## src/rtl/ovs_pkg.sv

```systemverilog
package ovs_pkg;

   localparam int ACC_BITS       = 28;
   localparam int COUNT_BITS     = 17;
   localparam int SLOT_BITS      = 4;
   localparam int VALUE_BITS     = 16;
   localparam int CHAN_BITS      = 5;
   localparam int LIST_BITS      = 40;
   localparam int NUM_CH_BITS    = 5;
   localparam int OS_BITS        = 5;
   localparam int EXTRA_BITS     = 4;
   localparam int CSR_INDEX_BITS = 3;
   localparam int CSR_DATA_BITS  = 40;
   localparam int OS_LIMIT       = 16;

   typedef enum logic [CSR_INDEX_BITS-1:0] {
      REG_NUM_CHANNELS      = 3'd0,
      REG_OVERSAMPLE_LOG2   = 3'd1,
      REG_EXTRA_BITS        = 3'd2,
      REG_CHANNEL_LIST_LOW  = 3'd3,
      REG_CHANNEL_LIST_HIGH = 3'd4
   } ovs_reg_type;

   typedef struct packed {
      logic [NUM_CH_BITS-1:0] num_channels;
      logic [OS_BITS-1:0]     oversample_log2;
      logic [EXTRA_BITS-1:0]  extra_bits;
      logic [LIST_BITS-1:0]   channel_list_low;
      logic [LIST_BITS-1:0]   channel_list_high;
   } ovs_cfg_type;

   typedef struct packed {
      logic [SLOT_BITS-1:0]  slot;
      logic [VALUE_BITS-1:0] value;
      logic [CHAN_BITS-1:0]  next_channel;
      logic                  scan_complete;
   } ovs_result_type;

endpackage

```

## src/rtl/ovs_if.sv

```systemverilog
interface ovs_req_if #(parameter int SAMPLE_BITS = 12);
   logic                   valid;
   logic                   ready;
   logic [SAMPLE_BITS-1:0] sample;

   modport source (output valid, output sample, input ready);
   modport sink (input valid, input sample, output ready);
endinterface

interface ovs_rsp_if;
   import ovs_pkg::*;

   logic                  valid;
   logic                  ready;
   logic [SLOT_BITS-1:0]  slot;
   logic [VALUE_BITS-1:0] value;
   logic [CHAN_BITS-1:0]  next_channel;
   logic                  scan_complete;

   modport source (output valid, output slot, output value, output next_channel,
                   output scan_complete, input ready);
   modport sink (input valid, input slot, input value, input next_channel,
                 input scan_complete, output ready);
endinterface

```

## src/rtl/ovs_csr.sv

```systemverilog
module ovs_csr (
   input  logic                                clock,
   input  logic                                reset,
   input  logic                                csr_wr_en,
   input  logic [ovs_pkg::CSR_INDEX_BITS-1:0]  csr_index,
   input  logic [ovs_pkg::CSR_DATA_BITS-1:0]   csr_wr_data,
   output ovs_pkg::ovs_cfg_type                cfg
);
   import ovs_pkg::*;

   ovs_cfg_type cfg_ff;
   ovs_cfg_type cfg_in;

   always_comb begin
      cfg_in = cfg_ff;
      if (csr_wr_en) begin
         unique case (ovs_reg_type'(csr_index))
            REG_NUM_CHANNELS:      cfg_in.num_channels      = csr_wr_data[NUM_CH_BITS-1:0];
            REG_OVERSAMPLE_LOG2:   cfg_in.oversample_log2   = csr_wr_data[OS_BITS-1:0];
            REG_EXTRA_BITS:        cfg_in.extra_bits        = csr_wr_data[EXTRA_BITS-1:0];
            REG_CHANNEL_LIST_LOW:  cfg_in.channel_list_low  = csr_wr_data[LIST_BITS-1:0];
            REG_CHANNEL_LIST_HIGH: cfg_in.channel_list_high = csr_wr_data[LIST_BITS-1:0];
            default: ;
         endcase
      end
   end

   always_ff @(posedge clock) begin
      if (reset) begin
         cfg_ff.num_channels      <= NUM_CH_BITS'(1);
         cfg_ff.oversample_log2   <= OS_BITS'(1);
         cfg_ff.extra_bits        <= '0;
         cfg_ff.channel_list_low  <= '0;
         cfg_ff.channel_list_high <= '0;
      end else begin
         cfg_ff <= cfg_in;
      end
   end

   assign cfg = cfg_ff;

endmodule

```

## src/rtl/ovs_core.sv

```systemverilog
module ovs_core #(
   parameter int MAX_SLOTS   = 16,
   parameter int SAMPLE_BITS = 12
) (
   input  logic                             clock,
   input  logic                             reset,
   input  ovs_pkg::ovs_cfg_type             cfg,
   input  logic                             step,
   input  logic [SAMPLE_BITS-1:0]           sample,
   output logic                             hit,
   output ovs_pkg::ovs_result_type          result,
   output logic [ovs_pkg::SLOT_BITS-1:0]    slot_index
);
   import ovs_pkg::*;

   logic [ACC_BITS-1:0]      acc_ff, acc_in, acc_sum;
   logic [COUNT_BITS-1:0]    count_ff, count_in, count_sum, target;
   logic [SLOT_BITS-1:0]     slot_ff, slot_in, slot_next;
   logic [OS_BITS-1:0]       os, shift;
   logic [NUM_CH_BITS-1:0]   n, slot_inc;
   logic                     wrap;
   logic [2*LIST_BITS-1:0]   list;

   always_comb begin
      acc_sum   = acc_ff + ACC_BITS'(sample);
      count_sum = count_ff + COUNT_BITS'(1);

      os     = (cfg.oversample_log2 > OS_BITS'(OS_LIMIT)) ? OS_BITS'(OS_LIMIT)
                                                          : cfg.oversample_log2;
      target = COUNT_BITS'(1) << os;
      hit    = (count_sum == target);

      shift = (OS_BITS'(cfg.extra_bits) >= os) ? '0 : os - OS_BITS'(cfg.extra_bits);

      // clamp the slot count into 1..MAX_SLOTS
      n = cfg.num_channels;
      if (n == '0) n = NUM_CH_BITS'(1);
      if (n > NUM_CH_BITS'(MAX_SLOTS)) n = NUM_CH_BITS'(MAX_SLOTS);

      slot_inc  = {1'b0, slot_ff} + NUM_CH_BITS'(1);
      wrap      = (slot_inc >= n);
      slot_next = wrap ? '0 : slot_inc[SLOT_BITS-1:0];

      list = {cfg.channel_list_high, cfg.channel_list_low};

      result.slot          = slot_ff;
      result.value         = VALUE_BITS'(acc_sum >> shift);
      result.next_channel  = list[slot_next*CHAN_BITS +: CHAN_BITS];
      result.scan_complete = wrap;

      acc_in   = acc_ff;
      count_in = count_ff;
      slot_in  = slot_ff;
      if (step) begin
         if (hit) begin
            acc_in   = '0;
            count_in = '0;
            slot_in  = slot_next;
         end else begin
            acc_in   = acc_sum;
            count_in = count_sum;
         end
      end
   end

   always_ff @(posedge clock) begin
      if (reset) begin
         acc_ff   <= '0;
         count_ff <= '0;
         slot_ff  <= '0;
      end else begin
         acc_ff   <= acc_in;
         count_ff <= count_in;
         slot_ff  <= slot_in;
      end
   end

   assign slot_index = slot_ff;

endmodule

```

## src/rtl/oversampling_adc_channel_scan.sv

```systemverilog
// Oversampling converter channel scan.
//
// req carries one converter sample per transaction; rsp carries one averaged
// result (slot, value, next_channel, scan_complete) for every 2^oversample_log2
// samples (exponent capped at 16). The csr_ port writes the five scan registers, one per
// cycle, with no read-back; write them only while no sample is in flight.
//
// A sample is held in the input register, where the add into the
// slot accumulator, the count compare and the result shift are done; a
// finished result is then registered in the output register that drives
// rsp. One sample is taken every cycle while no result waits on a stalled
// rsp, set by the single accumulate-and-compare stage.
//
// When rsp stalls, the finished result holds in the output register and at
// most one more sample is taken into the input register; req.ready then drops until
// rsp is taken. Reset clears the accumulator, sample count and slot to zero
// and loads num_channels 1, oversample_log2 1, extra_bits 0, empty lists.
module oversampling_adc_channel_scan #(
   parameter int MAX_SLOTS   = 16,
   parameter int SAMPLE_BITS = 12
) (
   input  logic                                clock,
   input  logic                                reset,
   ovs_req_if.sink                             req,
   ovs_rsp_if.source                           rsp,
   input  logic                                csr_wr_en,
   input  logic [ovs_pkg::CSR_INDEX_BITS-1:0]  csr_index,
   input  logic [ovs_pkg::CSR_DATA_BITS-1:0]   csr_wr_data
);
   import ovs_pkg::*;

   ovs_cfg_type             cfg;
   ovs_result_type          result;
   ovs_result_type          rsp_data_ff;
   logic                    hit;
   logic [SLOT_BITS-1:0]    slot_index;

   logic                    in_valid_ff, in_valid_in;
   logic [SAMPLE_BITS-1:0]  in_sample_ff;
   logic                    rsp_valid_ff, rsp_valid_in;
   logic                    advance, fire;

   ovs_csr u_csr (
      .clock       (clock),
      .reset       (reset),
      .csr_wr_en   (csr_wr_en),
      .csr_index   (csr_index),
      .csr_wr_data (csr_wr_data),
      .cfg         (cfg)
   );

   ovs_core #(
      .MAX_SLOTS   (MAX_SLOTS),
      .SAMPLE_BITS (SAMPLE_BITS)
   ) u_core (
      .clock      (clock),
      .reset      (reset),
      .cfg        (cfg),
      .step       (fire),
      .sample     (in_sample_ff),
      .hit        (hit),
      .result     (result),
      .slot_index (slot_index)
   );

   always_comb begin
      advance      = !rsp_valid_ff || rsp.ready;
      fire         = in_valid_ff && advance;
      req.ready    = !in_valid_ff || advance;
      in_valid_in  = req.ready ? req.valid : in_valid_ff;
      rsp_valid_in = advance ? (in_valid_ff && hit) : rsp_valid_ff;
   end

   always_ff @(posedge clock) begin
      if (reset) begin
         in_valid_ff  <= 1'b0;
         rsp_valid_ff <= 1'b0;
      end else begin
         in_valid_ff  <= in_valid_in;
         rsp_valid_ff <= rsp_valid_in;
      end
   end

   always_ff @(posedge clock) begin
      if (req.valid && req.ready) begin
         in_sample_ff <= req.sample;
      end
      // load only on a transaction that closes a slot
      if (fire && hit) begin
         rsp_data_ff <= result;
      end
   end

   assign rsp.valid         = rsp_valid_ff;
   assign rsp.slot          = rsp_data_ff.slot;
   assign rsp.value         = rsp_data_ff.value;
   assign rsp.next_channel  = rsp_data_ff.next_channel;
   assign rsp.scan_complete = rsp_data_ff.scan_complete;

   a_rsp_from_input: assert property (@(posedge clock) disable iff (reset)
      $rose(rsp_valid_ff) |-> $past(in_valid_ff))
      else $error("result appeared without a sample in the input register");

   a_wrap_slot_zero: assert property (@(posedge clock) disable iff (reset)
      (rsp_valid_ff && rsp_data_ff.scan_complete) |-> (slot_index == '0))
      else $error("scan wrap reported but slot did not return to zero");

   a_stall_only: assert property (@(posedge clock) disable iff (reset)
      !req.ready |-> (rsp_valid_ff && !rsp.ready && in_valid_ff))
      else $error("input held off without an output stall");

endmodule
```

## src/flat_wrapper.sv

```systemverilog
// flat-port wrapper written by rule: the top's interface ports become plain ports
module oversampling_adc_channel_scan_flat import ovs_pkg::*;
#(
   parameter int MAX_SLOTS   = 16,
   parameter int SAMPLE_BITS = 12
)
  (clock, reset, csr_wr_en, csr_index, csr_wr_data, req_valid, req_sample, req_ready, rsp_valid, rsp_slot, rsp_value, rsp_next_channel, rsp_scan_complete, rsp_ready);
  ovs_req_if #(.SAMPLE_BITS(SAMPLE_BITS)) req_i ();
  ovs_rsp_if rsp_i ();
  input  logic clock;
  input  logic reset;
  input  logic csr_wr_en;
  input  logic [ovs_pkg::CSR_INDEX_BITS-1:0] csr_index;
  input  logic [ovs_pkg::CSR_DATA_BITS-1:0] csr_wr_data;
  input wire logic [$bits(req_i.valid)-1:0] req_valid;
  input wire logic [$bits(req_i.sample)-1:0] req_sample;
  output wire logic [$bits(req_i.ready)-1:0] req_ready;
  output wire logic [$bits(rsp_i.valid)-1:0] rsp_valid;
  output wire logic [$bits(rsp_i.slot)-1:0] rsp_slot;
  output wire logic [$bits(rsp_i.value)-1:0] rsp_value;
  output wire logic [$bits(rsp_i.next_channel)-1:0] rsp_next_channel;
  output wire logic [$bits(rsp_i.scan_complete)-1:0] rsp_scan_complete;
  input wire logic [$bits(rsp_i.ready)-1:0] rsp_ready;
  assign req_i.valid = req_valid;
  assign req_i.sample = req_sample;
  assign req_ready = req_i.ready;
  assign rsp_valid = rsp_i.valid;
  assign rsp_slot = rsp_i.slot;
  assign rsp_value = rsp_i.value;
  assign rsp_next_channel = rsp_i.next_channel;
  assign rsp_scan_complete = rsp_i.scan_complete;
  assign rsp_i.ready = rsp_ready;
  oversampling_adc_channel_scan #(.MAX_SLOTS(MAX_SLOTS), .SAMPLE_BITS(SAMPLE_BITS)) u_core (.clock(clock), .reset(reset), .req(req_i), .rsp(rsp_i), .csr_wr_en(csr_wr_en), .csr_index(csr_index), .csr_wr_data(csr_wr_data));
endmodule
```

## config.mk

```make
export PLATFORM = sky130hd
export DESIGN_NAME = oversampling_adc_channel_scan_flat
export DESIGN_NICKNAME = d
export VERILOG_FILES = /design/src/rtl/ovs_pkg.sv /design/src/rtl/ovs_if.sv /design/src/rtl/ovs_csr.sv /design/src/rtl/ovs_core.sv /design/src/rtl/oversampling_adc_channel_scan.sv /design/src/flat_wrapper.sv
export SDC_FILE = /design/constraint.sdc
export NUM_CORES = 1
export LEC_CHECK = 0
export BUFFER_PORTS_ARGS = -buffer_cell sky130_fd_sc_hd__buf_2
export CAP_MARGIN = 20
export CORE_ASPECT_RATIO = 1.25
export CORE_MARGIN = 1.5
export CORE_UTILIZATION = 47
export DETAILED_ROUTE_END_ITERATION = 10
export MAX_ROUTING_LAYER = met4
export RECOVER_POWER = 25
export SLEW_MARGIN = 20
export SYNTH_ARGS = -nofsm -noshare
export SYNTH_HDL_FRONTEND = slang
export SYNTH_SLANG_ARGS = --single-unit
export TNS_END_PERCENT = 30
```

## constraint.sdc

```tcl
create_clock -name clock -period 5.5 [get_ports clock]
set_clock_uncertainty 0.1 [all_clocks]
set_input_delay 1.1 -clock clock [delete_from_list [all_inputs] [get_ports clock]]
set_output_delay 1.1 -clock clock [all_outputs]
set_load 0.005 [all_outputs]
```

==> reports/metrics.cfg, run 1 <==
[clocking]
htree_levels=4
path_clk_slew_ns=0.07
tritoncts=done
postCtsResizedCells=0
clock_sinks=183
postCtsHoldBufs=0
clockRootBuffer=clkbuf_16
insertion_delay_ns=0.44
postCtsSetupBuffers=0
numCtsBuffers=17
clk_path_buf_depth=2

[place]
pre_cts_ws_ns=0.983
post-place-cells=1711
post-dp-hpwl_mm=24.2
io_buffers=87
place_area_mm2=0.0117
place_congestion=0.986

[outcome]
failed_checks=max-capacitance violations, max-slew violations
status=complete, but fails checks

[synthesis]
yosys-top-cells-area=dfxtp_1 (26%), edfxtp_1 (10%), nand2_1 (8.8%), a21oi_1 (7.3%), mux2i_1 (4.1%)
async_reset_ff_share_pct=0
synth_largest_area_cell=dfxtp_1
ys_ff_latch=183
yosysWarningCount=0
synth_nets=1495
synth-edff-count=38
yosys.area.top_type_share_pct=26.1
ys_seq_area_share_pct=36.4
syn_inst=1410
synth_area_mm2=0.0111
ys_types=88
synth-main-ff-cell=dfxtp_1
synth.avg_cell_area_um2=7.89

[min_path]
min_to=u_core.u_csr.cfg[44]
hold_start=u_core.u_csr.cfg[44]
hp-class=reg -> reg
hold_depth=2

[layout]
syn_to_final_growth_pct=10.3
design_area_mm2=0.0123
final_common_cell=nand2_1
drive_gt1_share_pct=10.9
antenna_cells=0
stdcell_count=1743
nets=1527
multi_input_area_mm2=0.00659
seq_area_mm2=0.00404
nFillCells=2306
final_cell_mix=nand2_1 (262), a21oi_1 (162), dfxtp_1 (145), nor2_1 (106), buf_2 (85)

[power_and_ir_drop]
finalPower_w=0.00330
leakagePower_nw=4.30
powerDensity_mw_per_mm2=269
vdd_drop_max_v=0.000212

[detailed_routing]
drt_iter0_drc=716
drtAntennaViolNets=0
drt_pre_antenna_iters=6
wirelength_mm=34.4
wl_per_cell_um=19.7
vias_per_cell=6.07
drc_errors=0
vias=10600

[setup_path]
crit-reg2reg-launch=u_core.u_core.slot_index[0]
cpPeakStageDelay_ns=1.17
critical_path_required_ns=5.60
critPathMaxFanout=23
worstReg2RegEnd=u_core.rsp.next_channel[4]
cp_num_buf_inv=2
cp-end-kind=flip-flop
critPathLaunchType=flip-flop
r2r_slack_ns=0.84
path_delay_family=buffers and inverters
crit_type=reg -> reg
crit_chain=clkbuf_1 -> ha_1 -> xor2_1 -> buf_4 -> ha_1 -> a21o_1 -> a21oi_1 -> o211ai_1 -> nor2_1 -> a221oi_1 -> a41o_1
rr_worst_depth=11
cp.arrival_ns=4.76
crit_top_cell=ha_1
crit_slowest_cell=clkbuf_1

[sta]
drv_slew=99
setup_viol=0
fin_ws_ns=0.843
worstMarginPinSlew_ns=3.48
rsz0062_at_grt=false
finalCritPeriodShare_pct=84.7
period_needed_ns=4.66
hold_viol=0
max-slew-margin-rel_pct=-132
fmax_mhz=215
fin_setup_tns_ns=0

[grt]
grt_overflow=0
grt_first_pass_wirelength_mm=54.6
track_usage_pct=29.2
grt_max_degree=75
grt_pass1_vias=10200
antenna_found_initial=0

[floorplanning]
rows=62
fp.dieArea_mm2=0.0246
dieWidth_um=141
num_io_pins=88
core_mm2=0.0231
initial_core_util_pct=48.1
die_h_um=175

[job]
maxCapViolCount=2

==> worst max path at each step <==
stage                                startpoint                         end  slack (ns)  cells past startpoint
floorplan                  u_core.u_csr.cfg[85]         u_core.rsp.value[1]        1.89                     13
global placement           u_core.u_csr.cfg[88]         u_core.rsp.value[6]        1.11                     12
detailed placement         u_core.u_csr.cfg[88]         u_core.rsp.value[6]        0.98                     12
CTS                        u_core.u_csr.cfg[88]         u_core.rsp.value[6]        0.97                     12
global route        u_core.u_core.slot_index[0]  u_core.rsp.next_channel[1]        0.59                     14
finish              u_core.u_core.slot_index[0]  u_core.rsp.next_channel[4]        0.84                     11
==> layout make-up <==
class | count | share of cell area [%]
Clock buffer | 23 | 4.15
Tap cell | 288 | 2.94
Inverter | 27 | 0.826
Clock inverter | 9 | 0.642
Sequential cell | 183 | 32.9
Timing Repair Buffer | 109 | 4.84
Multi-Input combinational cell | 1104 | 53.7
==> where the power goes <==
part | switching [W] | internal (W) | total [W]
sequential | 0.0000212 | 0.00141 | 0.00143
clock | 0.000567 | 0.000666 | 0.00123
combinational | 0.000404 | 0.000231 | 0.000635
total | 0.000992 | 0.00231 | 0.00330
==> worst reg2reg max path, cell delays in order, from the launching register on <==
cell and delay (ns):
dfxtp_1 0.31, clkbuf_1 1.17, ha_1 0.37, xor2_1 0.16, buf_4 0.21, ha_1 0.25, a21o_1 0.16, a21oi_1 0.20
o211ai_1 0.34, nor2_1 0.67, a221oi_1 0.24, a41o_1 0.25
==> layer usage <==
metal  part of all wire, %  vias up  GRT usage (%)
met3                   3.9       84           4.11
met5                     0        -              -
met4                   4.4        0           14.1
met2                    50      322           49.4
met1                    42     4990           33.9
li1                      -     5186              -
==> kinds of logic (layout without fill, tap and decap cells) <==
group | Yosys count | count (layout) | synth area share, %
compound gates | 408 | 408 | 23.8
xor+xnor | 44 | 44 | 3.59
fa+ha+maj | 25 | 25 | 2.95
buf+inv | 123 | 168 | 4.52
flops | 183 | 183 | 36.4
mux | 51 | 51 | 4.85
simple gates | 576 | 576 | 23.9
==> through the flow <==
stage,utilization [%],hold slack [ns]
floorplan,-,0.333
global placement,50.6,0.341
detailed placement,50.6,0.346
CTS,53.1,0.356
global route,53.1,0.372
finish,53.1,0.356
==> registers in the layout (all words and copies together), names as in the netlist <==
register,cells
u_core.u_core.acc_ff,28
u_core.rsp.next_channel,5
u_core.in_sample_ff,12
u_core.rsp.scan_complete,1
u_core.u_csr.cfg,94
u_core.in_valid_ff,1
u_core.u_core.slot_index,4
u_core.u_core.count_ff,17
u_core.rsp.slot,4
u_core.rsp.value,16
u_core.rsp.valid,1
==> cell usage after synthesis (12+ instances only) <==
| cell | count |
|---|---|
| xnor2_1 | 29 |
| o211ai_1 | 26 |
| a21o_1 | 13 |
| edfxtp_1 | 38 |
| nor3_1 | 33 |
| a211oi_1 | 16 |
| o21ai_0 | 47 |
| xor2_1 | 14 |
| nand4_1 | 18 |
| ha_1 | 23 |
| nor2_1 | 107 |
| or3_1 | 21 |
| a31oi_1 | 16 |
| nand2_1 | 262 |
| buf_2 | 18 |
| o21a_1 | 12 |
| inv_1 | 27 |
| and2_1 | 12 |
| a21oi_1 | 162 |
| mux2i_1 | 46 |
| clkbuf_1 | 67 |
| dfxtp_1 | 145 |
| and3_1 | 17 |
| nand3_1 | 49 |
Note: power is estimated with default switching activity, not from simulation.
==> run 2, diff against run 1 <==
- ABC_AREA: default -> 1
- clock period: 5.5 -> 4.84 ns (I/O delays scaled with it)
==> run 2 against run 1 <==
The flow still finishes with violations (max-capacitance violations, max-slew violations). Total power up 16%. Combinational power increased by 31%. Count of clock-buffer cells in the layout is 6 lower. Via count up 5.1%. First-iteration DRC count rose by 12%. Core utilization fell by 0.22 points. Highest routed layer unchanged.
==> reports/metrics.cfg, run 2 <==
[synthesis]
ys_types=34  ; was 88
yosys-top-cells-area=dfxtp_1 (26%), nand2_1 (14%), nand3_1 (14%), edfxtp_1 (10%), inv_1 (6.5%)  ; was dfxtp_1 (26%), edfxtp_1 (10%), nand2_1 (8.8%), a21oi_1 (7.3%), mux2i_1 (4.1%)
syn_inst=1700  ; was 1,410
yosys.area.top_type_share_pct=26.2  ; was 26.1%
synth_area_mm2=0.0111  ; about the same
yosysMostFrequentCell=nand2_1  ; unchanged
ys_ff_latch=183  ; unchanged
yosysWarningCount=0  ; unchanged
async_reset_ff_share_pct=0  ; unchanged
synth_largest_area_cell=dfxtp_1  ; unchanged
synthTopCellsByCount=nand2_1 (422), nand3_1 (303), inv_1 (192)  ; was nand2_1 (262), a21oi_1 (162), dfxtp_1 (145)
synth-edff-count=38  ; unchanged
synth-main-ff-cell=dfxtp_1  ; unchanged
ys_seq_area_share_pct=36.5  ; was 36.4%
synth_nets=1785  ; was 1,495
synth.avg_cell_area_um2=6.51  ; was 7.89 um2

[detailed_routing]
wl_per_cell_um=16.2  ; was 19.7 um
drt_pre_antenna_iters=5  ; was 6
vias=11100  ; was 10.6k
drtAntennaViolNets=0  ; unchanged
drt_iter0_drc=801  ; was 716
wirelength_mm=33.2  ; was 34.4 mm
vias_per_cell=5.44  ; was 6.07
drc_errors=0  ; unchanged

[clocking]
htree_levels=4  ; unchanged
postCtsSetupBuffers=0  ; unchanged
clock_sinks=183  ; unchanged
clk_path_buf_depth=2  ; unchanged
clockRootBuffer=clkbuf_16  ; unchanged
postCtsHoldBufs=0  ; unchanged
numCtsBuffers=17  ; unchanged
insertion_delay_ns=0.45  ; was 0.44 ns
path_clk_slew_ns=0.07  ; about the same
postCtsResizedCells=0  ; unchanged
tritoncts=done  ; unchanged

[min_path]
hp-class=reg -> reg  ; unchanged
hold_start=u_core.u_csr.cfg[48]  ; was u_core.u_csr.cfg[44]

[outcome]
failed_checks=max-capacitance violations, max-slew violations  ; unchanged
status=complete, but fails checks  ; unchanged

[layout]
final_common_cell=nand2_1  ; unchanged
final_cell_mix=nand2_1 (421), nand3_1 (302), inv_1 (192), nor2_1 (155), dfxtp_1 (145)  ; was nand2_1 (262), a21oi_1 (162), dfxtp_1 (145), nor2_1 (106), buf_2 (85)
largest_register_ffs=94  ; unchanged
drive_gt1_share_pct=8.59  ; was 10.9%
antenna_cells=0  ; unchanged
nets=1829  ; was 1,527
syn_to_final_growth_pct=10.0  ; was 10.3%

[sta]
fin_setup_tns_ns=0  ; unchanged
rsz0062_at_grt=false  ; unchanged
fin_ws_ns=0.846  ; was 0.843 ns
hold_viol=0  ; unchanged
finalCritPeriodShare_pct=82.5  ; was 84.7%
worstMarginPinSlew_ns=2.47  ; was 3.48 ns
fmax_mhz=250  ; was 215 MHz
drv_slew=147  ; was 99
timing.hold.ws_ns=0.346  ; was 0.356 ns
setup_viol=0  ; unchanged
period_needed_ns=3.99  ; was 4.66 ns
max-slew-margin-rel_pct=-65.0  ; was -132%

[power_and_ir_drop]
powerDensity_mw_per_mm2=314  ; was 269 mW/mm2
leakagePower_nw=5.39  ; was 4.30 nW
vdd_drop_max_v=0.000269  ; was 0.000212 V
finalPower_w=0.00383  ; was 0.00330 W

[place]
place_congestion=0.957  ; was 0.986
post-dp-hpwl_mm=24.3  ; was 24.2 mm
io_buffers=87  ; unchanged
pre_cts_ws_ns=0.918  ; was 0.983 ns

[job]
maxCapViolCount=2  ; unchanged

[grt]
grt_overflow=0  ; unchanged
grt_max_degree=100  ; was 75
antenna_found_initial=0  ; unchanged
track_usage_pct=28.6  ; was 29.2%
grt_first_pass_wirelength_mm=54.0  ; was 54.6 mm
grt_pass1_vias=10400  ; was 10.2k

[floorplanning]
dieWidth_um=140  ; was 141 um
fp.dieArea_mm2=0.0245  ; was 0.0246 mm2
die_h_um=175  ; about the same
num_io_pins=88  ; unchanged
rows=62  ; unchanged
core_mm2=0.0230  ; was 0.0231 mm2
initial_core_util_pct=48.0  ; was 48.1%

[setup_path]
critPathMaxFanout=20  ; was 23
cp.arrival_ns=4.10  ; was 4.76 ns
critical_path_required_ns=4.95  ; was 5.60 ns
critPathLaunchType=flip-flop  ; unchanged
crit-reg2reg-launch=u_core.u_core.slot_index[0]  ; unchanged
crit_type=reg -> reg  ; unchanged
cp-startpoint=u_core.u_core.slot_index[0]  ; unchanged
cp-end-kind=flip-flop  ; unchanged

## run 2: changes by cell type after synthesis, sizes merged, moves of 15 or more
cell    previous run  this run
xnor2             29         6
inv               27       195
and3              17         0
mux2i             46         0
o21ai             50       100
nand2            262       424
or3               22         0
a21oi            163       126
nor2             107       158
a211oi            16         0
nand3             50       305
nor3              33        10
a31oi             16         1
## run 2: logic make-up after synthesis
kind of cell	Yosys count	synth area share [%]
AOI/OAI and AO/OA	247	11.7
xor gates and xnor gates	27	2.14
adders and majority gates	25	2.96
buffers and inverters	275	9.79
DFF	183	36.5
and+or+nand+nor	943	36.9
## run 2: final cells by class
| class | count | area [um2] |
|---|---|---|
| well taps | 288 | 360 |
| repair buffers | 102 | 532 |
| inverters | 198 | 743 |
| flip-flops and latches | 183 | 4040 |
| clock buffers | 17 | 425 |
| clock inverters | 15 | 120 |
| multi-input cells | 1242 | 5960 |
| fillers | 2394 | 10900 |
## run 2: per-layer routing
metal,global-route usage (%),part of all wire [%],vias up
li1,-,-,5675
met1,33.4,42,5112
met3,3.75,3.9,57
met4,9.69,2.6,0
met2,50.4,52,281
met5,-,0,-
## run 2: metrics by stage
step                      util, %  instances  area (um2)
after floorplan                 -       1700       11100
after global placement       50.6       2013       11600
after detailed placement     50.6       2013       11700
after CTS                    52.9       2045       12200
after global routing         52.9       2045       12200
final                        52.9       2045       12200
## run 2: power by group
group | internal, W | switching [W] | total, W
registers | 0.00163 | 0.0000247 | 0.00165
clock network | 0.000671 | 0.000674 | 0.00134
logic | 0.000259 | 0.000575 | 0.000834
total | 0.00255 | 0.00127 | 0.00383
## run 2: path summary, 6_finish.rpt
path	to	slack [ns]	cells after the start
worst max-delay path	u_core.rsp.next_channel[0]	0.85	14
worst min register to register	u_core.u_csr.cfg[48]	0.35	2
worst max register to register	u_core.rsp.next_channel[0]	0.85	14
worst min-delay path	u_core.u_csr.cfg[48]	0.35	2
## run 2: critical path, stage by stage (launching register included)
cell,delay [ns]
dfxtp_1,0.83
ha_1,0.27
or2_2,0.10
nand2_1,0.06
inv_1,0.20
ha_1,0.31
a21oi_1,0.16
o221a_2,0.21
nand2_1,0.10
inv_1,0.21
nand2_1,0.52
nand3_1,0.32
nand3_1,0.18
nand3_1,0.12
nand2_1,0.05
